### src/design/ptce_pkg.sv
// Shared constants, register map, configuration and control types for the pedal torque encoder.
`default_nettype none
package ptce_pkg;

  localparam int ADC_BITS_DEF   = 12;
  localparam int FIELD_BITS_DEF = 16;

  localparam int LEVEL_W    = 17;
  localparam int CFG_IDX_W  = 3;
  localparam int CFG_DATA_W = 17;

  localparam logic [LEVEL_W-1:0] Q16_ONE = 17'h10000;

  localparam int DIV_QBITS         = 16;
  localparam int DIV_BITS_PER_STEP = 4;
  localparam int DIV_STEPS         = DIV_QBITS / DIV_BITS_PER_STEP;
  localparam int DIV_CNT_W         = $clog2(DIV_STEPS);

  localparam logic [11:0]        RST_ADC_LOW     = 12'd1025;
  localparam logic [11:0]        RST_ADC_HIGH    = 12'd3215;
  localparam logic [16:0]        RST_FILTER_GAIN = 17'd6554;
  localparam logic [15:0]        RST_ENABLE      = 16'd1311;
  localparam logic [15:0]        RST_FULL_TORQUE = 16'd533;
  localparam logic signed [16:0] RST_ENC_OFFSET  = -17'sd32127;

  typedef enum logic [CFG_IDX_W-1:0] {
    REG_ADC_LOW,
    REG_ADC_HIGH,
    REG_FILTER_GAIN,
    REG_ENABLE_LEVEL,
    REG_FULL_TORQUE,
    REG_ENC_OFFSET
  } cfg_reg_t;

  typedef struct packed {
    logic [11:0]        adc_low;
    logic [11:0]        adc_high;
    logic [16:0]        filter_gain;
    logic [15:0]        enable_level;
    logic [15:0]        full_torque;
    logic signed [16:0] enc_offset;
  } cfg_t;

  typedef enum logic [2:0] {
    OP_NONE,
    OP_LOAD,
    OP_DIV_STEP,
    OP_FILT_MUL,
    OP_FILT_ADD,
    OP_EFF_SETUP,
    OP_TRQ_MUL,
    OP_EMIT
  } dp_op_t;

  typedef struct packed {
    dp_op_t op;
  } dp_cmd_t;

  typedef struct packed {
    logic out_busy;
  } dp_status_t;

endpackage
`default_nettype wire

### src/design/ptce_in_if.sv
// Sample channel interface: valid, ready and the raw ADC sample.
`default_nettype none
interface ptce_in_if #(
  parameter int ADC_BITS = 12
);
  logic                valid;
  logic                ready;
  logic [ADC_BITS-1:0] adc_sample;

  modport source (output valid, output adc_sample, input ready);
  modport sink (input valid, input adc_sample, output ready);
endinterface
`default_nettype wire

### src/design/ptce_out_if.sv
// Result channel interface: valid, ready, encoded torque field, filtered level and active flag.
`default_nettype none
interface ptce_out_if #(
  parameter int FIELD_BITS = 16
);
  logic                  valid;
  logic                  ready;
  logic [FIELD_BITS-1:0] torque_field;
  logic [16:0]           filtered_level_out;
  logic                  torque_active;

  modport source (output valid, output torque_field, output filtered_level_out,
                  output torque_active, input ready);
  modport sink (input valid, input torque_field, input filtered_level_out,
                input torque_active, output ready);
endinterface
`default_nettype wire

### src/design/pedal_torque_command_encoder.sv
// Top level of the pedal torque command encoder.
//
// One transfer on in_ch carries a raw pedal ADC sample. For each sample the
// block produces exactly one transfer on out_ch with the encoded torque field
// (all ones when no torque is available), the updated filtered pedal level
// in Q16 and a flag that is set when a torque value was encoded.
// Configuration registers are written through cfg_we, cfg_idx and cfg_data
// only while no sample is in flight, a rule for the user that the block does
// not enforce; unknown indexes are ignored. A sample is processed as two
// 16-bit divisions on one shared divider that retires four quotient bits per
// cycle, two multiplies and a few control steps. A new sample is taken only
// once the previous result has been written to the output register.
// The result sits in an output register, so the next sample is accepted while
// it waits; if the receiver stalls, the following result waits in its last
// step until the register is free. Synchronous reset restores the register
// defaults and clears the filtered level and the output valid.
`default_nettype none
module pedal_torque_command_encoder
  import ptce_pkg::*;
#(
  parameter int ADC_BITS   = ADC_BITS_DEF,
  parameter int FIELD_BITS = FIELD_BITS_DEF
) (
  input  wire logic                  clk,
  input  wire logic                  rst_n,
  ptce_in_if.sink                    in_ch,
  ptce_out_if.source                 out_ch,
  input  wire logic                  cfg_we,
  input  wire logic [CFG_IDX_W-1:0]  cfg_idx,
  input  wire logic [CFG_DATA_W-1:0] cfg_data
);

  cfg_t       cfg;
  dp_cmd_t    cmd;
  dp_status_t status;

  ptce_cfg_regs u_cfg (
    .clk      (clk),
    .rst_n    (rst_n),
    .cfg_we   (cfg_we),
    .cfg_idx  (cfg_idx),
    .cfg_data (cfg_data),
    .cfg      (cfg)
  );

  ptce_ctrl u_ctrl (
    .clk      (clk),
    .rst_n    (rst_n),
    .in_valid (in_ch.valid),
    .in_ready (in_ch.ready),
    .status   (status),
    .cmd      (cmd)
  );

  ptce_dp #(
    .ADC_BITS   (ADC_BITS),
    .FIELD_BITS (FIELD_BITS)
  ) u_dp (
    .clk        (clk),
    .rst_n      (rst_n),
    .cmd        (cmd),
    .status     (status),
    .cfg        (cfg),
    .in_sample  (in_ch.adc_sample),
    .out_ready  (out_ch.ready),
    .out_valid  (out_ch.valid),
    .out_field  (out_ch.torque_field),
    .out_level  (out_ch.filtered_level_out),
    .out_active (out_ch.torque_active)
  );

endmodule
`default_nettype wire

### src/design/ptce_cfg_regs.sv
// Configuration register file written through the plain write port.
`default_nettype none
module ptce_cfg_regs
  import ptce_pkg::*;
(
  input  wire logic                  clk,
  input  wire logic                  rst_n,
  input  wire logic                  cfg_we,
  input  wire logic [CFG_IDX_W-1:0]  cfg_idx,
  input  wire logic [CFG_DATA_W-1:0] cfg_data,
  output cfg_t                       cfg
);

  cfg_t cfg_r;
  cfg_t cfg_nxt;

  always_comb begin
    cfg_nxt = cfg_r;
    if (cfg_we) begin
      case (cfg_reg_t'(cfg_idx))
        REG_ADC_LOW:      cfg_nxt.adc_low      = cfg_data[11:0];
        REG_ADC_HIGH:     cfg_nxt.adc_high     = cfg_data[11:0];
        REG_FILTER_GAIN:  cfg_nxt.filter_gain  = cfg_data[16:0];
        REG_ENABLE_LEVEL: cfg_nxt.enable_level = cfg_data[15:0];
        REG_FULL_TORQUE:  cfg_nxt.full_torque  = cfg_data[15:0];
        REG_ENC_OFFSET:   cfg_nxt.enc_offset   = $signed(cfg_data[16:0]);
        default:          cfg_nxt = cfg_r;
      endcase
    end
  end

  always_ff @(posedge clk) begin
    if (!rst_n) begin
      cfg_r.adc_low      <= RST_ADC_LOW;
      cfg_r.adc_high     <= RST_ADC_HIGH;
      cfg_r.filter_gain  <= RST_FILTER_GAIN;
      cfg_r.enable_level <= RST_ENABLE;
      cfg_r.full_torque  <= RST_FULL_TORQUE;
      cfg_r.enc_offset   <= RST_ENC_OFFSET;
    end else begin
      cfg_r <= cfg_nxt;
    end
  end

  assign cfg = cfg_r;

endmodule
`default_nettype wire

### src/design/ptce_dp.sv
// Datapath: shared radix-16 divider, multiplier, filter state and output register.
`default_nettype none
module ptce_dp
  import ptce_pkg::*;
#(
  parameter int ADC_BITS   = ADC_BITS_DEF,
  parameter int FIELD_BITS = FIELD_BITS_DEF
) (
  input  wire logic                  clk,
  input  wire logic                  rst_n,
  input  wire dp_cmd_t               cmd,
  output dp_status_t                 status,
  input  wire cfg_t                  cfg,
  input  wire logic [ADC_BITS-1:0]   in_sample,
  input  wire logic                  out_ready,
  output logic                       out_valid,
  output logic [FIELD_BITS-1:0]      out_field,
  output logic [LEVEL_W-1:0]         out_level,
  output logic                       out_active
);

  localparam logic [LEVEL_W-1:0] ADC_MASK = LEVEL_W'((34'(1) << ADC_BITS) - 34'(1));
  localparam logic [33:0]        FIELD_LIM = 34'(1) << FIELD_BITS;

  logic [LEVEL_W-1:0]    rem_r, rem_nxt;
  logic [LEVEL_W-1:0]    den_r, den_nxt;
  logic [DIV_QBITS-1:0]  quo_r, quo_nxt;
  logic                  ovr_r, ovr_nxt;
  logic [LEVEL_W-1:0]    ovr_val_r, ovr_val_nxt;
  logic [LEVEL_W-1:0]    level_r, level_nxt;
  logic signed [35:0]    fprod_r, fprod_nxt;
  logic                  below_r, below_nxt;
  logic [31:0]           tprod_r, tprod_nxt;
  logic                  out_valid_r, out_valid_nxt;
  logic [FIELD_BITS-1:0] field_r, field_nxt;
  logic [LEVEL_W-1:0]    olevel_r, olevel_nxt;
  logic                  active_r, active_nxt;

  logic [LEVEL_W-1:0]    s17, lo17, hi17;
  logic signed [17:0]    span, diff;
  logic [LEVEL_W-1:0]    div_res;
  logic signed [17:0]    delta;
  logic signed [35:0]    step_w, sum_w;
  logic [LEVEL_W-1:0]    num_e, den_e;
  logic [15:0]           counts;
  logic signed [18:0]    raw19;
  logic signed [33:0]    raw34;
  logic                  fits;
  logic [LEVEL_W-1:0]    r_it;
  logic [17:0]           t_it;
  logic [DIV_QBITS-1:0]  q_it;

  always_comb begin
    s17  = LEVEL_W'(in_sample);
    lo17 = LEVEL_W'(cfg.adc_low) & ADC_MASK;
    hi17 = LEVEL_W'(cfg.adc_high) & ADC_MASK;
    span = $signed({1'b0, hi17}) - $signed({1'b0, lo17});
    diff = $signed({1'b0, s17}) - $signed({1'b0, lo17});

    div_res = ovr_r ? ovr_val_r : LEVEL_W'(quo_r);
    delta   = $signed({1'b0, div_res}) - $signed({1'b0, level_r});

    if (fprod_r < 0) begin
      step_w = (fprod_r + 36'sd65535) >>> 16;
    end else begin
      step_w = fprod_r >>> 16;
    end
    sum_w = $signed({19'b0, level_r}) + step_w;

    num_e = level_r - {1'b0, cfg.enable_level};
    den_e = Q16_ONE - {1'b0, cfg.enable_level};

    counts = tprod_r[31:16];
    raw19  = $signed({3'b0, counts}) - $signed({{2{cfg.enc_offset[16]}}, cfg.enc_offset});
    raw34  = $signed({{15{raw19[18]}}, raw19});
    fits   = !raw34[33] && (raw34[32:0] < FIELD_LIM[32:0]);

    r_it = rem_r;
    q_it = quo_r;
    for (int k = 0; k < DIV_BITS_PER_STEP; k++) begin
      t_it = {r_it, 1'b0};
      if (t_it >= {1'b0, den_r}) begin
        t_it = t_it - {1'b0, den_r};
        q_it = {q_it[DIV_QBITS-2:0], 1'b1};
      end else begin
        q_it = {q_it[DIV_QBITS-2:0], 1'b0};
      end
      r_it = t_it[LEVEL_W-1:0];
    end
  end

  always_comb begin
    rem_nxt       = rem_r;
    den_nxt       = den_r;
    quo_nxt       = quo_r;
    ovr_nxt       = ovr_r;
    ovr_val_nxt   = ovr_val_r;
    level_nxt     = level_r;
    fprod_nxt     = fprod_r;
    below_nxt     = below_r;
    tprod_nxt     = tprod_r;
    out_valid_nxt = out_valid_r;
    field_nxt     = field_r;
    olevel_nxt    = olevel_r;
    active_nxt    = active_r;

    if (out_valid_r && out_ready) begin
      out_valid_nxt = 1'b0;
    end

    case (cmd.op)
      OP_LOAD: begin
        rem_nxt = diff[LEVEL_W-1:0];
        den_nxt = span[LEVEL_W-1:0];
        quo_nxt = '0;
        if (span <= 0 || diff <= 0) begin
          ovr_nxt     = 1'b1;
          ovr_val_nxt = '0;
        end else if (diff >= span) begin
          ovr_nxt     = 1'b1;
          ovr_val_nxt = Q16_ONE;
        end else begin
          ovr_nxt = 1'b0;
        end
      end
      OP_DIV_STEP: begin
        rem_nxt = r_it;
        quo_nxt = q_it;
      end
      OP_FILT_MUL: begin
        fprod_nxt = $signed({1'b0, cfg.filter_gain}) * delta;
      end
      OP_FILT_ADD: begin
        if (sum_w < 0) begin
          level_nxt = '0;
        end else if (sum_w > $signed({19'b0, Q16_ONE})) begin
          level_nxt = Q16_ONE;
        end else begin
          level_nxt = sum_w[LEVEL_W-1:0];
        end
      end
      OP_EFF_SETUP: begin
        below_nxt = level_r < {1'b0, cfg.enable_level};
        rem_nxt   = num_e;
        den_nxt   = den_e;
        quo_nxt   = '0;
        if (num_e == den_e) begin
          ovr_nxt     = 1'b1;
          ovr_val_nxt = Q16_ONE;
        end else begin
          ovr_nxt = 1'b0;
        end
      end
      OP_TRQ_MUL: begin
        tprod_nxt = 32'(div_res) * 32'(cfg.full_torque);
      end
      OP_EMIT: begin
        out_valid_nxt = 1'b1;
        olevel_nxt    = level_r;
        if (!below_r && tprod_r != '0 && fits) begin
          active_nxt = 1'b1;
          field_nxt  = raw34[FIELD_BITS-1:0];
        end else begin
          active_nxt = 1'b0;
          field_nxt  = '1;
        end
      end
      default: begin
      end
    endcase
  end

  always_ff @(posedge clk) begin
    if (!rst_n) begin
      level_r     <= '0;
      out_valid_r <= 1'b0;
    end else begin
      level_r     <= level_nxt;
      out_valid_r <= out_valid_nxt;
    end
  end

  always_ff @(posedge clk) begin
    rem_r     <= rem_nxt;
    den_r     <= den_nxt;
    quo_r     <= quo_nxt;
    ovr_r     <= ovr_nxt;
    ovr_val_r <= ovr_val_nxt;
    fprod_r   <= fprod_nxt;
    below_r   <= below_nxt;
    tprod_r   <= tprod_nxt;
    field_r   <= field_nxt;
    olevel_r  <= olevel_nxt;
    active_r  <= active_nxt;
  end

  assign status.out_busy = out_valid_r && !out_ready;
  assign out_valid       = out_valid_r;
  assign out_field       = field_r;
  assign out_level       = olevel_r;
  assign out_active      = active_r;

endmodule
`default_nettype wire

### src/design/ptce_ctrl.sv
// Controller state machine that sequences one sample through the datapath.
`default_nettype none
module ptce_ctrl
  import ptce_pkg::*;
(
  input  wire logic       clk,
  input  wire logic       rst_n,
  input  wire logic       in_valid,
  output logic            in_ready,
  input  wire dp_status_t status,
  output dp_cmd_t         cmd
);

  typedef enum logic [2:0] {
    S_IDLE,
    S_NDIV,
    S_FMUL,
    S_FADD,
    S_ESET,
    S_EDIV,
    S_TMUL,
    S_EMIT
  } state_t;

  state_t               state_r, state_nxt;
  logic [DIV_CNT_W-1:0] cnt_r, cnt_nxt;

  localparam logic [DIV_CNT_W-1:0] CNT_LAST = DIV_CNT_W'(DIV_STEPS - 1);

  always_comb begin
    state_nxt = state_r;
    cnt_nxt   = cnt_r;
    cmd.op    = OP_NONE;
    case (state_r)
      S_IDLE: begin
        if (in_valid) begin
          cmd.op    = OP_LOAD;
          cnt_nxt   = '0;
          state_nxt = S_NDIV;
        end
      end
      S_NDIV: begin
        cmd.op  = OP_DIV_STEP;
        cnt_nxt = cnt_r + 1'b1;
        if (cnt_r == CNT_LAST) begin
          state_nxt = S_FMUL;
        end
      end
      S_FMUL: begin
        cmd.op    = OP_FILT_MUL;
        state_nxt = S_FADD;
      end
      S_FADD: begin
        cmd.op    = OP_FILT_ADD;
        state_nxt = S_ESET;
      end
      S_ESET: begin
        cmd.op    = OP_EFF_SETUP;
        cnt_nxt   = '0;
        state_nxt = S_EDIV;
      end
      S_EDIV: begin
        cmd.op  = OP_DIV_STEP;
        cnt_nxt = cnt_r + 1'b1;
        if (cnt_r == CNT_LAST) begin
          state_nxt = S_TMUL;
        end
      end
      S_TMUL: begin
        cmd.op    = OP_TRQ_MUL;
        state_nxt = S_EMIT;
      end
      S_EMIT: begin
        if (!status.out_busy) begin
          cmd.op    = OP_EMIT;
          state_nxt = S_IDLE;
        end
      end
      default: begin
        state_nxt = S_IDLE;
      end
    endcase
  end

  always_ff @(posedge clk) begin
    if (!rst_n) begin
      state_r <= S_IDLE;
      cnt_r   <= '0;
    end else begin
      state_r <= state_nxt;
      cnt_r   <= cnt_nxt;
    end
  end

  assign in_ready = (state_r == S_IDLE);

endmodule
`default_nettype wire
### src/flat_wrapper.sv
// flat-port wrapper written by rule: the top's interface ports become plain ports
module pedal_torque_command_encoder_flat import ptce_pkg::*;
#(
  parameter int ADC_BITS   = ADC_BITS_DEF,
  parameter int FIELD_BITS = FIELD_BITS_DEF
)
  (clk, rst_n, cfg_we, cfg_idx, cfg_data, in_ch_valid, in_ch_adc_sample, in_ch_ready, out_ch_valid, out_ch_torque_field, out_ch_filtered_level_out, out_ch_torque_active, out_ch_ready);
  ptce_in_if #(.ADC_BITS(ADC_BITS)) in_ch_i ();
  ptce_out_if #(.FIELD_BITS(FIELD_BITS)) out_ch_i ();
  input  wire logic clk;
  input  wire logic rst_n;
  input  wire logic cfg_we;
  input  wire logic [CFG_IDX_W-1:0] cfg_idx;
  input  wire logic [CFG_DATA_W-1:0] cfg_data;
  input wire logic [$bits(in_ch_i.valid)-1:0] in_ch_valid;
  input wire logic [$bits(in_ch_i.adc_sample)-1:0] in_ch_adc_sample;
  output wire logic [$bits(in_ch_i.ready)-1:0] in_ch_ready;
  output wire logic [$bits(out_ch_i.valid)-1:0] out_ch_valid;
  output wire logic [$bits(out_ch_i.torque_field)-1:0] out_ch_torque_field;
  output wire logic [$bits(out_ch_i.filtered_level_out)-1:0] out_ch_filtered_level_out;
  output wire logic [$bits(out_ch_i.torque_active)-1:0] out_ch_torque_active;
  input wire logic [$bits(out_ch_i.ready)-1:0] out_ch_ready;
  assign in_ch_i.valid = in_ch_valid;
  assign in_ch_i.adc_sample = in_ch_adc_sample;
  assign in_ch_ready = in_ch_i.ready;
  assign out_ch_valid = out_ch_i.valid;
  assign out_ch_torque_field = out_ch_i.torque_field;
  assign out_ch_filtered_level_out = out_ch_i.filtered_level_out;
  assign out_ch_torque_active = out_ch_i.torque_active;
  assign out_ch_i.ready = out_ch_ready;
  pedal_torque_command_encoder #(.ADC_BITS(ADC_BITS), .FIELD_BITS(FIELD_BITS)) u_core (.clk(clk), .rst_n(rst_n), .in_ch(in_ch_i), .out_ch(out_ch_i), .cfg_we(cfg_we), .cfg_idx(cfg_idx), .cfg_data(cfg_data));
endmodule
### config.mk
export PLATFORM = sky130hd
export DESIGN_NAME = pedal_torque_command_encoder_flat
export DESIGN_NICKNAME = d
export VERILOG_FILES = /design/src/design/ptce_pkg.sv /design/src/design/ptce_in_if.sv /design/src/design/ptce_out_if.sv /design/src/design/pedal_torque_command_encoder.sv /design/src/design/ptce_cfg_regs.sv /design/src/design/ptce_dp.sv /design/src/design/ptce_ctrl.sv /design/src/flat_wrapper.sv
export SDC_FILE = /design/constraint.sdc
export NUM_CORES = 2
export LEC_CHECK = 0
export ABC_AREA = 1
export BUFFER_PORTS_ARGS = -buffer_cell sky130_fd_sc_hd__buf_4
export CAP_MARGIN = 10
export CORE_MARGIN = 2
export CORE_UTILIZATION = 30
export DETAILED_ROUTE_END_ITERATION = 7
export RECOVER_POWER = 50
export SYNTH_ARGS = -nofsm -noshare
export SYNTH_HDL_FRONTEND = slang
export SYNTH_SLANG_ARGS = --single-unit
### constraint.sdc
create_clock -name clk -period 8.95 [get_ports clk]
set_input_delay 0.895 -clock clk [delete_from_list [all_inputs] [get_ports clk]]
set_output_delay 0.895 -clock clk [all_outputs]
set_load 0.03 [all_outputs]
* Word-level counts from Yosys, hierarchy flattened
Index checks and enable logic that the tools add are counted.
** Storage, ports and cells
- Flip-flop bits (word level) :: 284
- Bits of input ports :: 37
- Output and inout bits :: 36
- Logic and storage cells :: 139
** Cells by class
- Add/subtract/negate cells :: 13
- $mul :: 2
- Magnitude comparators :: 12
- Equality and inequality tests :: 27
- Multiplexer cells :: 36
- Reduce and logical (&&, ||, !) cells :: 28
** Operator list (number)
- $mux W17 :: 10
- $ge A18 B17 Y1 :: 4
- $lt A36 B1 Y1 const B :: 2
- $pmux W17 S2 :: 2
- $sub A17 B17 Y17 :: 4
- $pmux W17 S3 :: 1
- $add A18 B36 Y36 :: 1
- $add A36 B17 Y36 const B :: 1
- $gt A36 B18 Y1 const B :: 1
- $mul A18 B18 Y36 :: 1
- $mux W36 :: 1
- $sub A17 B17 Y18 :: 2
- $lt A33 B17 Y1 const B :: 1
- $mul A17 B16 Y32 :: 1
- $pmux W16 S2 :: 1
- $reduce_bool A32 Y1 :: 1
- $eq A3 B3 Y1 const B :: 10
- $le A13 B1 Y1 const B :: 2
- $sub A12 B12 Y13 :: 2
- $pmux W3 S8 :: 1
- $pmux W3 S7 :: 1
- $eq A3 B2 Y1 const B :: 6
- $eq A17 B17 Y1 :: 1
- $lt A17 B16 Y1 :: 1
- other kinds (23) :: 60

* Logic depth before layout (Yosys ltp)
- Depth after elaboration :: 9
- Depth in mapped cells :: 59
- Mapped depth without buffers :: 55

* Hierarchy
A second synthesis with hierarchy kept.
** Second synthesis, totals
- Cells, all modules :: 5246
- Area, all modules :: 39406.5 um^2
** Modules (own cells, without submodules)
- ptce_dp :: times used 1, cells each 4705, area an instance 35616.7 um^2, seq. area each 5014.8 um^2
- ptce_cfg_regs :: times used 1, cells each 489, area an instance 3455.8 um^2, seq. area each 1801.7 um^2
- ptce_ctrl :: times used 1, cells each 52, area an instance 334.1 um^2, seq. area each 100.1 um^2

* Worst setup path after synthesis
OpenSTA, ideal clock, no wires.
- Path type :: register to register
- Start point :: register u_core.u_dp.ovr_r
- End point :: register u_core.u_dp.fprod_r[31] (data pin)
- Setup time :: 0.252 ns
- Data arrival time :: 7.490 ns
- Required time :: 8.698 ns
- Slack :: 1.207 ns
- Cell stages (with the launch flop) :: 44
- Path buffers :: 2
- Clock period less this slack :: 7.743 ns
- Cells stage by stage :: edfxtp_1 -> nor2_1 -> inv_1 -> buf_1 -> ha_1 -> fa_1 -> nand3b_1 -> nand2_1 -> nand2_1 -> nand2_1 -> a21oi_1 -> o21ai_1 -> nand3_1 -> nand2_1 -> or2_2 -> nand2_1 -> inv_1 -> clkbuf_1 -> [8 not listed] -> inv_1 -> fa_1 -> inv_1 -> fa_1 -> ha_1 -> nand2_1 -> inv_1 -> a21oi_1 -> nor2_1 -> nor2_1 -> nand2_1 -> nand2_1 -> nand2_1 -> a21o_1 -> nand2_1 -> nand2_1 -> nand2_1 -> nand2_1
** On the way
- Longest elaborated chain between the ends :: 3
** RTL lines
- start, declared :: RTL line ptce_dp.sv:28 : logic ovr_r, ovr_nxt;
- start signal, assigned :: RTL line ptce_dp.sv:187 : ovr_r <= ovr_nxt;
- $mux W17 :: RTL line ptce_dp.sv:60 : div_res = ovr_r ? ovr_val_r : LEVEL_W'(quo_r);
- $sub A17 B17 Y18 :: RTL line ptce_dp.sv:61 : delta = $signed({1'b0, div_res}) - $signed({1'b0, level_r});
- $mul A18 B18 Y36 :: RTL line ptce_dp.sv:131 : fprod_nxt = $signed({1'b0, cfg.filter_gain}) * delta;
- end signal, assigned :: RTL line ptce_dp.sv:189 : fprod_r <= fprod_nxt;
- end, declared :: RTL line ptce_dp.sv:31 : logic signed [35:0] fprod_r, fprod_nxt;
No other way between the ends.
A chain may end at the register's enable or synchronous reset.

* Worst setup path after layout
- Start point :: register u_core.u_dp.quo_r[0]
- End point :: register u_core.u_dp.fprod_r[30] (data pin)
** On the way
- Longest elaborated chain between the ends :: 3
** RTL lines
- start, declared :: RTL line ptce_dp.sv:27 : logic [DIV_QBITS-1:0] quo_r, quo_nxt;
- start signal, assigned :: RTL line ptce_dp.sv:186 : quo_r <= quo_nxt;
- $mux W17 :: RTL line ptce_dp.sv:60
- $sub A17 B17 Y18 :: RTL line ptce_dp.sv:61
- $mul A18 B18 Y36 :: RTL line ptce_dp.sv:131
No other way between the ends.

==> impl_metrics.env <==
export IMPL_portBuffers=72
export IMPL_vias=33200
export IMPL_cts_sinks=268
export IMPL_ff_latch_area_um2=6920
export IMPL_post_route_drc_count=0
export IMPL_ys_warn_count=0
export IMPL_cp_max_fo=15
export IMPL_setup_ws_ns=0.559
export IMPL_final_antenna_net_count=0
export IMPL_rsz0062_at_grt="false"
export IMPL_routedWlPerCell_um=17.7
export IMPL_cts_tree="done"
export IMPL_design_core_area_um2=128000
export IMPL_clk_insertion_delay_late_ns=0.59
export IMPL_fin_worst_skew_ns=0.0150
export IMPL_htree_levels=2
export IMPL_fillCellCount=13500
export IMPL_status="finished with violations"
export IMPL_end_kind="flip-flop"
export IMPL_setup_viol=0
export IMPL_die_w_um=363
export IMPL_min_path_type="flip-flop to flip-flop"
export IMPL_cap_violations=4
export IMPL_cts_reportedPaths_clkPinSlew_ns=0.06
export IMPL_synth_edff_count=155
export IMPL_pin_count=73
export IMPL_ys_flop_type="edfxtp_1"
export IMPL_row_count=131
export IMPL_hold_violations=0
export IMPL_drive_gt1_share_pct=4.57
export IMPL_critPathMostFrequentCell="fa_1"
export IMPL_dr_pass1_iters=5
export IMPL_period_share_pct=93.8
export IMPL_fin_crit_ns=8.39
export IMPL_hold_slack_ns=0.465
export IMPL_slowest_stage="fa_1"
export IMPL_dp_slack_ns=0.498
export IMPL_ys_async_sr_fraction_pct=0
export IMPL_slew_headroom_pct=-92.8
export IMPL_via_per_inst=4.91
export IMPL_synth_seq_cells=268
export IMPL_ys_types=57
export IMPL_multiInputGateArea_um2=27400
export IMPL_final_common_cell="nand2_1"
export IMPL_setup_tns_ns=0
export IMPL_start_kind="flip-flop"
export IMPL_wl_um=119000
export IMPL_max_stage_delay_ns=0.55
export IMPL_grt_pass1_wl_um=187000
export IMPL_die_h_um=363
export IMPL_cp_arrival_ns=8.72
export IMPL_yosysSeqAreaShare_pct=17.9
export IMPL_cts_buffers=37
export IMPL_worst_pin_slew_ns=2.86
export IMPL_antenna_found_initial=4
export IMPL_die_area_um2=132000
export IMPL_fin_util_pct=33.2
export IMPL_nNetsFinal=5968
export IMPL_violations="max-capacitance violations, max-slew violations"
export IMPL_clockBufferDepth=3
export IMPL_syn_area_um2=38700
export IMPL_dr_first_iter_drc_count=2586
export IMPL_grt_ovfl_total=0
export IMPL_fmax_ghz=0.119
export IMPL_grt_pass1_vias=33100
export IMPL_gp_congestion=0.935
export IMPL_synth_nets=5924
export IMPL_mostFrequentLayoutCells="nand2_1 (1093), inv_1 (990), fa_1 (454)"
export IMPL_syn_inst=5027
export IMPL_cp_required_ns=9.27
export IMPL_hpwl_um=97800
export IMPL_cts_root_buf="clkbuf_16"
export IMPL_syn_avg_cell_area_um2=7.69
export IMPL_area_growth_pct=9.56
export IMPL_n_antenna_cell=0
export IMPL_initial_utilization_pct=30.3
export IMPL_crit_type="flip-flop to flip-flop"
export IMPL_track_usage_pct=18.1
export IMPL_grt_max_degree=60
export IMPL_drv_slew=135
[stage by stage]
step	instance area (um2)	std cells
floorplan	38700	5027
global placement	41300	6693
detailed placement	41300	6693
CTS	42600	6761
global route	42400	6762
finish	42400	6762
[worst max-delay path: cells and delay by family (launching register included)]
family                     cells  cell delay [ns]
AOI/OAI and AO/OA              8             1.58
xor gates and xnor gates       1             0.14
and+or+nand+nor               10             1.30
DFF                            1             0.42
adders and majority gates      9             3.91
buffers and inverters          7             0.78
[final timing paths]
path | startpoint | endpoint | slack (ns) | depth (start not counted)
setup / recovery | u_core.u_dp.quo_r[0] | u_core.u_dp.fprod_r[30] | 0.56 | 35
hold / removal | u_core.u_cfg.cfg[4] | u_core.u_cfg.cfg[4] | 0.46 | 2
setup reg to reg | u_core.u_dp.quo_r[0] | u_core.u_dp.fprod_r[30] | 0.56 | 35
hold reg to reg | u_core.u_cfg.cfg[4] | u_core.u_cfg.cfg[4] | 0.46 | 2
[timing repair]
item                                    CTS  global route
gates resized for setup                   0             5
endpoints found under the setup margin    0            27
hold buffers                              0             0
buffers inserted                          0             1
[state kept, by name (all words and copies together), names as in the netlist, 3 cells and up]
register,cells
u_core.u_cfg.cfg,90
u_core.u_dp.fprod_r,36
u_core.u_dp.tprod_r,32
u_core.u_dp.den_r,17
u_core.u_dp.level_r,17
u_core.u_dp.out_level,17
u_core.u_dp.rem_r,17
u_core.u_dp.out_field,16
u_core.u_dp.quo_r,16
u_core.u_ctrl.state_r,3
[layout make-up]
class / instances / share of cell area (%)
multi-input combinational: 3616 / 64.7
timing repair buffer: 135 / 1.98
sequential: 268 / 16.3
tap: 1662 / 4.91
clock inverter: 20 / 0.579
clock buffer: 48 / 2.50
inverter: 1013 / 8.98
[cell families (layout without fill, tap and decap cells)]
group           Yosys count  after routing  share of synthesized area, %
mux                       1              1                        0.0259
compound gates          597            597                          8.44
buf+inv                1143           1216                          11.3
fa+ha+maj               860            860                          36.6
flops                   268            268                          17.9
simple gates           1955           1955                          21.2
xor+xnor                203            203                          4.60
[layer usage]
| layer | global-route usage (%) | part of all wire [%] | wire length [um] |
|---|---|---|---|
| met1 | 24.7 | 45 | 53300 |
| met2 | 29.4 | 45 | 54100 |
| met3 | 2.76 | 6.9 | 8260 |
| met4 | 5.52 | 3.2 | 3860 |
| met5 | 0 | 0 | 0 |
[synth_stat cells (6+ instances only)]
library cell / n / area (um2)
a211oi_1: 7 / 52.6
a21o_1: 16 / 120
a21oi_1: 299 / 1500
a31oi_1: 16 / 100
buf_1: 6 / 22.5
buf_2: 11 / 55.1
buf_6: 6 / 67.6
clkbuf_1: 106 / 398
clkinv_1: 8 / 30.0
dfxtp_1: 113 / 2260
edfxtp_1: 155 / 4650
fa_1: 454 / 9090
ha_1: 406 / 5080
inv_1: 991 / 3720
inv_2: 14 / 52.6
nand2_1: 1094 / 4110
nand2_2: 11 / 68.8
nand3_1: 223 / 1120
nand3b_1: 20 / 150
nand4_1: 57 / 357
nor2_1: 448 / 1680
nor3_1: 32 / 160
nor4_1: 14 / 87.6
o211ai_1: 21 / 158
o21ai_0: 178 / 891
o21ai_1: 15 / 75.1
o21bai_1: 12 / 90.1
o221ai_1: 7 / 61.3
or2_2: 32 / 200
xnor2_1: 69 / 604
xor2_1: 134 / 1170
Power is left out: the tool's default activity adds up to more than one toggle a clock period on the data nets, which glitch-free logic cannot reach.
